**src/rtl/rsct_pkg.sv**
```systemverilog
// shared types and constants of the resizing stack capacity tracker
// no dependencies; imported by the interfaces and every module

package rsct_pkg;

  // default sizing, handed to the top level parameters
  localparam int DEFAULT_DEPTH      = 1024;
  localparam int DEFAULT_DATA_WIDTH = 32;

  // fixed field widths of the channels and the configuration port
  localparam int WORD_W    = 32;
  localparam int CNT_W     = 11;
  localparam int RSZ_W     = 16;
  localparam int CFG_W     = 11;
  localparam int CFG_IDX_W = 1;

  // operation codes
  localparam logic KIND_PUSH = 1'b0;
  localparam logic KIND_POP  = 1'b1;

  // configuration register indexes
  localparam logic [CFG_IDX_W-1:0] CFG_INITIAL_CAPACITY = 1'b0;
  localparam logic [CFG_IDX_W-1:0] CFG_SHRINK_FLOOR     = 1'b1;

  // reset capacity and the word answered for a pop on an empty stack
  localparam int                 CAP_RESET      = 10;
  localparam logic [WORD_W-1:0]  EMPTY_POP_WORD = 32'hFFFF_FF9D;

  // result of one request, before the popped word is known
  typedef struct packed {
    logic             ok;
    logic             from_mem;
    logic             empty_pop;
    logic [CNT_W-1:0] fill_count;
    logic [CNT_W-1:0] capacity_now;
    logic [CNT_W-1:0] peak_capacity;
    logic [RSZ_W-1:0] resizes;
  } result_t;

endpackage

```
**src/rtl/rsct_core.sv**
```systemverilog
// fill, capacity, peak and resize count registers with their update logic
// depends on rsct_pkg; drives the write and read ports of rsct_store

module rsct_core import rsct_pkg::*; #(
  parameter int DEPTH      = DEFAULT_DEPTH,
  parameter int DATA_WIDTH = DEFAULT_DATA_WIDTH,
  localparam int AW        = (DEPTH > 1) ? $clog2(DEPTH) : 1
) (
  input  logic                  clk,
  input  logic                  rst_n,
  input  logic                  cfg_we,
  input  logic [CFG_IDX_W-1:0]  cfg_idx,
  input  logic [CFG_W-1:0]      cfg_wdata,
  input  logic                  in_fire,
  input  logic                  in_kind,
  input  logic [WORD_W-1:0]     in_push_value,
  output result_t               res_nxt,
  output logic                  mem_we,
  output logic [AW-1:0]         mem_waddr,
  output logic [DATA_WIDTH-1:0] mem_wdata,
  output logic                  mem_re,
  output logic [AW-1:0]         mem_raddr
);

  localparam int CW       = $clog2(DEPTH + 1);
  localparam int GW       = CW + 3;
  localparam int CAP_INIT = (CAP_RESET > DEPTH) ? DEPTH : CAP_RESET;

  logic [CW-1:0]    fill_r, fill_nxt;
  logic [CW-1:0]    cap_r, cap_nxt;
  logic [CW-1:0]    peak_r, peak_nxt;
  logic [RSZ_W-1:0] rsz_r, rsz_nxt;
  logic [CFG_W-1:0] floor_r;

  logic [GW-1:0] cap_x7;
  logic [GW-1:0] grown_q;
  logic [CW-1:0] grown;
  logic [CW-1:0] cap_push;
  logic [CW-1:0] fill_dec;
  logic [CW-1:0] half_lim;
  logic          is_pop;
  logic          grow_en;
  logic          push_ok;
  logic          pop_ok;
  logic          shrink_en;

  function automatic logic [CW-1:0] clamp_cap(input logic [CFG_W-1:0] v);
    logic [CW-1:0] r;
    if (v == '0) begin
      r = CW'(1);
    end else if (32'(v) > 32'(DEPTH)) begin
      r = CW'(DEPTH);
    end else begin
      r = CW'(v);
    end
    return r;
  endfunction

  always_comb begin
    is_pop = (in_kind == KIND_POP);

    // grow to floor(cap*7/4), capped at the physical depth
    cap_x7  = (GW'(cap_r) << 3) - GW'(cap_r);
    grown_q = cap_x7 >> 2;
    if (grown_q > GW'(DEPTH)) begin
      grown = CW'(DEPTH);
    end else begin
      grown = grown_q[CW-1:0];
    end
    grow_en  = !is_pop && (fill_r >= cap_r) && (grown > cap_r);
    cap_push = grow_en ? grown : cap_r;
    push_ok  = !is_pop && (fill_r < cap_push);

    // pop and halving rule
    pop_ok    = is_pop && (fill_r != '0);
    fill_dec  = fill_r - CW'(1);
    half_lim  = (cap_r - CW'(1)) >> 1;
    shrink_en = pop_ok && (fill_dec <= half_lim) && (32'(cap_r) > 32'(floor_r))
                && (cap_r >= CW'(2));

    fill_nxt = fill_r;
    if (push_ok) begin
      fill_nxt = fill_r + CW'(1);
    end else if (pop_ok) begin
      fill_nxt = fill_dec;
    end

    cap_nxt = cap_push;
    if (shrink_en) begin
      cap_nxt = cap_r >> 1;
    end

    peak_nxt = (grow_en && (grown > peak_r)) ? grown : peak_r;

    rsz_nxt = rsz_r;
    if ((grow_en || shrink_en) && (rsz_r != '1)) begin
      rsz_nxt = rsz_r + RSZ_W'(1);
    end
  end

  always_comb begin
    res_nxt.ok            = push_ok || pop_ok;
    res_nxt.from_mem      = pop_ok;
    res_nxt.empty_pop     = is_pop && !pop_ok;
    res_nxt.fill_count    = CNT_W'(fill_nxt);
    res_nxt.capacity_now  = CNT_W'(cap_nxt);
    res_nxt.peak_capacity = CNT_W'(peak_nxt);
    res_nxt.resizes       = rsz_nxt;
  end

  // words enter zero-extended from the 32-bit field, then cut to the store width
  assign mem_we    = in_fire && push_ok;
  assign mem_waddr = fill_r[AW-1:0];
  assign mem_wdata = DATA_WIDTH'(64'(in_push_value));
  assign mem_re    = in_fire && pop_ok;
  assign mem_raddr = fill_dec[AW-1:0];

  always_ff @(posedge clk) begin
    if (!rst_n) begin
      fill_r  <= '0;
      cap_r   <= CW'(CAP_INIT);
      peak_r  <= CW'(CAP_INIT);
      rsz_r   <= '0;
      floor_r <= CFG_W'(CAP_RESET);
    end else if (cfg_we) begin
      if (cfg_idx == CFG_INITIAL_CAPACITY) begin
        fill_r <= '0;
        cap_r  <= clamp_cap(cfg_wdata);
        peak_r <= clamp_cap(cfg_wdata);
        rsz_r  <= '0;
      end else if (cfg_idx == CFG_SHRINK_FLOOR) begin
        floor_r <= cfg_wdata;
      end
    end else if (in_fire) begin
      fill_r <= fill_nxt;
      cap_r  <= cap_nxt;
      peak_r <= peak_nxt;
      rsz_r  <= rsz_nxt;
    end
  end

endmodule

```
**config.mk**
```make
export PLATFORM = sky130hd
export DESIGN_NAME = rsct_core
export DESIGN_NICKNAME = d
export VERILOG_FILES = /design/src/rtl/rsct_pkg.sv /design/src/rtl/rsct_core.sv
export SDC_FILE = /design/constraint.sdc
export NUM_CORES = 1
export LEC_CHECK = 0
export ABC_CLOCK_PERIOD_IN_PS = 7800
export BUFFER_PORTS_ARGS = -buffer_cell sky130_fd_sc_hd__buf_2
export CORE_MARGIN = 8
export CORE_UTILIZATION = 55
export CTS_BUF_LIST = sky130_fd_sc_hd__clkbuf_4 sky130_fd_sc_hd__clkbuf_8
export DETAILED_ROUTE_END_ITERATION = 10
export PLACE_DENSITY = 0.93
export SLEW_MARGIN = 20
export SYNTH_ARGS = -nofsm -noshare
export SYNTH_HDL_FRONTEND = slang
export SYNTH_SLANG_ARGS = --single-unit
```
**constraint.sdc**
```tcl
create_clock -name clk -period 7.8 [get_ports clk]
set_input_delay 0.39 -clock clk [delete_from_list [all_inputs] [get_ports clk]]
set_output_delay 0.39 -clock clk [all_outputs]
set_load 0.02 [all_outputs]
```
== After elaboration in Yosys (flattened, before gate mapping) ==
Cells that the tools add are included.

* $add $sub $neg: 5
* Magnitude comparators: 9
* Equal/unequal tests: 2
* Mux-type cells: 20
* Reductions and logical operators: 21

{| class="wikitable"
|+ Operators with widths
! kind !! number
|-
| $mux W11 || 16
|-
| $mux W16 || 4
|-
| $gt A11 B11 Y1 || 3
|-
| $sub A11 B1 Y11 const B || 2
|-
| $add A16 B1 Y16 const B || 1
|-
| $ne A16 B16 Y1 const B || 1
|-
| $sub A14 B11 Y14 || 1
|-
| $gt A12 B11 Y1 const B || 1
|-
| $logic_and A1 B1 Y1 || 12
|-
| $add A11 B1 Y11 const B || 1
|-
| $ge A11 B11 Y1 || 1
|-
| $ge A11 B2 Y1 const B || 1
|-
| $gt A11 B11 Y1 const B || 1
|-
| $le A11 B10 Y1 || 1
|-
| $logic_not A11 Y1 || 1
|-
| $lt A11 B11 Y1 || 1
|-
| $reduce_bool A11 Y1 || 1
|-
| $reduce_and A2 Y1 || 2
|-
| $logic_not A1 Y1 || 2
|-
| $logic_or A1 B1 Y1 || 2
|-
| $ne A2 B2 Y1 const B || 1
|-
| $reduce_bool A2 Y1 || 1
|}

* Register bits: 60
* Input port bits: 49
* Output and inout port bits: 106
* Logic and storage cells: 62

== Longest topological paths before layout ==
* Depth after elaboration: 11
* Depth in mapped cells: 30
* Gate-level depth less buffers: 28

== Worst setup path after synthesis ==
No wires, ideal clock.

* Kind: reg2out
* Start point: register cap_r[5]
* End point: output res_nxt[48] (netlist bit)
* Data arrival time: 6.638 ns
* Data required time: 7.410 ns
* Path slack: 0.772 ns
* Cell stages (with the launch flop): 29
* Path buffers: 3
* Path through: dfxtp_1 > clkbuf_1 > inv_1 > ha_1 > buf_2 > a211o_1 > o211ai_2 > a32oi_2 > and4_1 > or2_4 > a31oi_4 > nor2_1 > ha_1 > o21ai_0 > a21oi_1 > o21ai_0 > a221oi_1 > o211ai_1 > clkbuf_1 > mux2_2 > inv_1 > ha_1 > a21o_1 > a211o_1 > a211oi_2 > a31oi_1 > a2111oi_4 > nor2_1 > xnor2_1

{| class="wikitable"
|+ RTL lines
! what !! RTL line !! text
|-
| start: declaration || rsct_core.sv:30 || <nowiki>logic [CW-1:0] cap_r, cap_nxt;</nowiki>
|-
| start signal: assignment || rsct_core.sv:121 || <nowiki>cap_r <= CW'(CAP_INIT);</nowiki>
|-
| start signal: assignment || rsct_core.sv:128 || <nowiki>cap_r <= clamp_cap(cfg_wdata);</nowiki>
|-
| start signal: assignment || rsct_core.sv:136 || <nowiki>cap_r <= cap_nxt;</nowiki>
|-
| end: declaration || rsct_core.sv:17 || <nowiki>output result_t res_nxt,</nowiki>
|}

==> run_results.csv <==
group,metric,value,unit
cts,htree_levels,3,
grt,use_met3,0.05449,
critical_path,end_kind,"output port",
timing,fmax,133.6,MHz
timing,skew,16.80,ps
timing,slew_viol_final,0,
grt,grt_first_pass_wirelength,35670,um
synthesis,postSynthCellCount,886,
timing,tns,0,ps
synthesis,synth_fp_nets,1013,
timing,relSlewSlack,0.2018,
worst_hold_path,hold_depth,3,
cts,clockRootBuffer,"clkbuf_8",
grt,grt-busiest-layer,"met2",
critical_path,critical_path.startpoint_type,"flop",
timing,worst_slew_pin_slew,1197,ps
final_layout,fin_nets,1045,
synthesis,synth_flop_cell,"dfxtp_1",
placed_design,place_congestion,1.013,
route,drtAntennaViolNets,0,
placed_design,dpl_cell_area,7196,um^2
floorplanning,dieHeight,128.0,um
final_layout,areaGrowthSynthToFinish,8.510,%
synthesis,ys_seq_area_frac,0.1742,
final_layout,fillCellCount,1096,
worst_hold_path,hold_path_end,"floor_r[3]$_SDFFE_PN1P_",
cts,clock_path_buffers,2,
run_status,outcome,"complete, no violations",
cts,clkTransAtPathRegs,70,ps
route,drc_errors,0,
grt,grt_usage,0.2711,
cts,cts_sinks,60,
route,firstDrtPassIters,6,
worst_hold_path,min-delay-start,"cfg_wdata[3]",
placed_design,portBuffers,90,
floorplanning,rows,41,
critical_path,cp_num_buf_inv,5,
grt,grt-ovfl-total,0,
cts,clock_latency,360,ps
grt,met1_usage,0.3386,
placed_design,dp_hpwl,16990,um
critical_path,crit_family,"compound AO/OA/AOI/OAI gates",
floorplanning,core-area,12410,um^2
route,num_vias,7173,
final_layout,n_antenna_cell,0,
critical_path,cp_slowest_cell,"a2111oi_4",
critical_path,worstPathArrival,7090,ps
critical_path,cp.required,7410,ps
grt,antenna_found_initial,0,
synthesis,yosys_warnings,0,
floorplanning,die-area,16380,um^2
route,via_per_inst,6.557,
critical_path,path_max_fanout,27,
synthesis,synth_seq_cells,60,
worst_hold_path,worstHoldPathType,"input pin to flop",
pwr,p_per_area,265.5,nW/um^2
cts,holdBufCountCts,0,
timing,hold_violations,0,
synthesis,synth_async_sr_flop_share,0,
timing,final.min_clock_period,7485,ps
critical_path,reg2reg_from,"cap_r[0]$_SDFFE_PN0P_",
timing,setup_viol,0,
route,drt-initial-drc-count,1066,
route,avgRoutedWirePerCell,20.48,um
critical_path,crit_path_max_incr_delay,460,ps
synthesis,netlist_area,6895,um^2
floorplanning,start_util,0.5554,
pwr,max-vdd-ir-drop,178.9,uV
route,drt-total-wl,22400,um
floorplanning,ios,155,
critical_path,worstSetupPathType,"flop to output port",
timing,timing.hold.ws,309.6,ps
grt,grt_max_degree,31,
critical_path,rr_worst_depth,28,
timing,fin_crit_sh,0.9596,
synthesis,synth_enable_flop_cells,0,
critical_path,reg2reg_slack,1070,ps
pwr,power.leakage,0.003399,uW
synthesis,syn_area_per_cell,7.783,um^2
final_layout,layout-drive-gt1-share,0.2061,
floorplanning,die_x,128.0,um
cts,cts_tree,"yes",
final_layout,fin_area,7482,um^2
critical_path,r2r-end,"fill_r[9]$_SDFFE_PN0P_",
cts,cts_buffers,9,
run,drv_cap,0,
grt,grt_pass1_vias,6869,
synthesis,synth_cell_types,88,
grt,use_met2,0.4353,
-- report_power, final --
| part | switching (uW) | internal (uW) |
|---|---|---|
| sequential | 39.3 | 325 |
| clock | 132 | 148 |
| combinational | 839 | 503 |
-- stage by stage --
stage	cells	util	setup slack, ps	power (uW)
3_5_place_dp	1078	0.5796	580.2	1654
4_1_cts	1093	0.5945	176.4	1938
5_1_grt	1094	0.6027	-31.67	2106
6_report	1094	0.6027	315.0	1987
2_1_floorplan	886	-	772.0	1309
3_3_place_gp	1078	0.5796	812.7	1636
-- per-layer routing --
| metal | part of all wire | wire (um) |
|---|---|---|
| met5 | 0 | 0 |
| met2 | 0.46 | 10230 |
| met3 | 0.11 | 2374 |
| met1 | 0.40 | 8875 |
| met4 | 0.041 | 922 |
-- synthesized netlist by cell type (all sizes together), types with 4 or more instances --
cell	count	area, um^2
inv	55	206.5
nand4	13	87.58
or2	4	27.53
clkbuf	30	113.9
and4	6	52.55
xnor2	36	315.3
a2111oi	4	53.81
a21o	19	142.6
a211o	8	70.07
o211ai	12	95.09
o21a	19	142.6
or3	7	43.79
o21ba	4	40.04
and3	17	111.4
o31a	5	61.31
a211oi	11	87.58
nand2b	8	50.05
o2111ai	4	35.03
ha	78	975.9
nand2	88	332.8
o21ai	36	187.7
dfxtp	60	1201
a221o	6	60.06
mux2i	13	133.9
nor3b	4	30.03
nor3	18	90.09
nor2	59	221.5
nor4	8	50.05
xor2	12	105.1
a222oi	9	90.09
a22oi	6	45.04
and2	5	31.28
a31oi	14	102.6
a32o	4	40.04
o31ai	5	37.54
mux2	10	112.6
a21oi	48	255.3
nand3	30	150.1
buf	64	444.2
-- how the worst max path moves through the flow --
stage,from,endpoint,slack (ps),cells past startpoint
after floorplan,cap_r[5]$_SDFFE_PN0P_,res_nxt[48],770,28
final,cap_r[0]$_SDFFE_PN0P_,res_nxt[48],320,28
after CTS,cap_r[3]$_SDFFE_PN1P_,res_nxt[39],180,28
after global placement,cap_r[3]$_SDFFE_PN1P_,res_nxt[39],810,28
after detailed placement,cap_r[3]$_SDFFE_PN1P_,res_nxt[39],580,28
after global routing,cap_r[0]$_SDFFE_PN0P_,res_nxt[48],-30,28
-- flip-flops by register name (all words and copies together) (netlist names) --
register,flops
cap_r,11
floor_r,11
fill_r,11
rsz_r,16
peak_r,11
-- layout by cell type, fill, tap and decap left out, types with 6 or more instances in the layout --
master / instances
o21ai_0: 30
buf_4: 24
nand4_1: 12
mux2i_1: 11
dfxtp_1: 57
nand2b_1: 8
o21a_1: 19
xor2_1: 12
xnor2_1: 36
nand2_1: 86
a211o_1: 8
a21oi_1: 45
nor4_1: 8
or3_1: 7
nand3_1: 30
a22oi_1: 6
a222oi_1: 9
mux2_2: 10
nor2_1: 57
nor3_1: 15
a221o_1: 6
a211oi_1: 9
ha_1: 75
clkbuf_8: 9
inv_1: 55
buf_2: 90
a21o_1: 19
and3_1: 16
o211ai_1: 11
a31oi_1: 12
-- tightest hold or removal path, cell delays in order --
cell      delay, ps
buf_2           110
nand2_1          50
o211ai_1         80
-- final cells by class --
| type | instances | area, um^2 | area share |
|---|---|---|---|
| Timing Repair Buffer | 115 | 663.1 | 0.08863 |
| Multi-Input combinational cell | 674 | 4991 | 0.6671 |
| Clock buffer | 10 | 131.4 | 0.01756 |
| Tap cell | 172 | 215.2 | 0.02876 |
| Clock inverter | 5 | 53.80 | 0.007191 |
| Sequential cell | 60 | 1205 | 0.1610 |
| Inverter | 58 | 222.7 | 0.02977 |
-- cell families (layout without fill, tap and decap cells) --
kind of cell / count (synthesis) / count (layout) / synth area share
xor gates and xnor gates: 48 / 48 / 0.06097
muxes: 23 / 23 / 0.03575
buffers and inverters: 152 / 188 / 0.1132
and+or+nand+nor: 278 / 278 / 0.2036
adders and majority gates: 78 / 78 / 0.1415
DFF: 60 / 60 / 0.1742
AOI/OAI and AO/OA: 247 / 247 / 0.2707
-- repair_timing --
| action | 4_1_cts | 5_1_grt |
|---|---|---|
| resized for setup | 0 | 22 |
| endpoints found under the setup margin | 0 | 8 |
| buffers inserted | 0 | 1 |
| endpoints found under the hold margin | 0 | 0 |
Power figures use the tool's default switching activity.
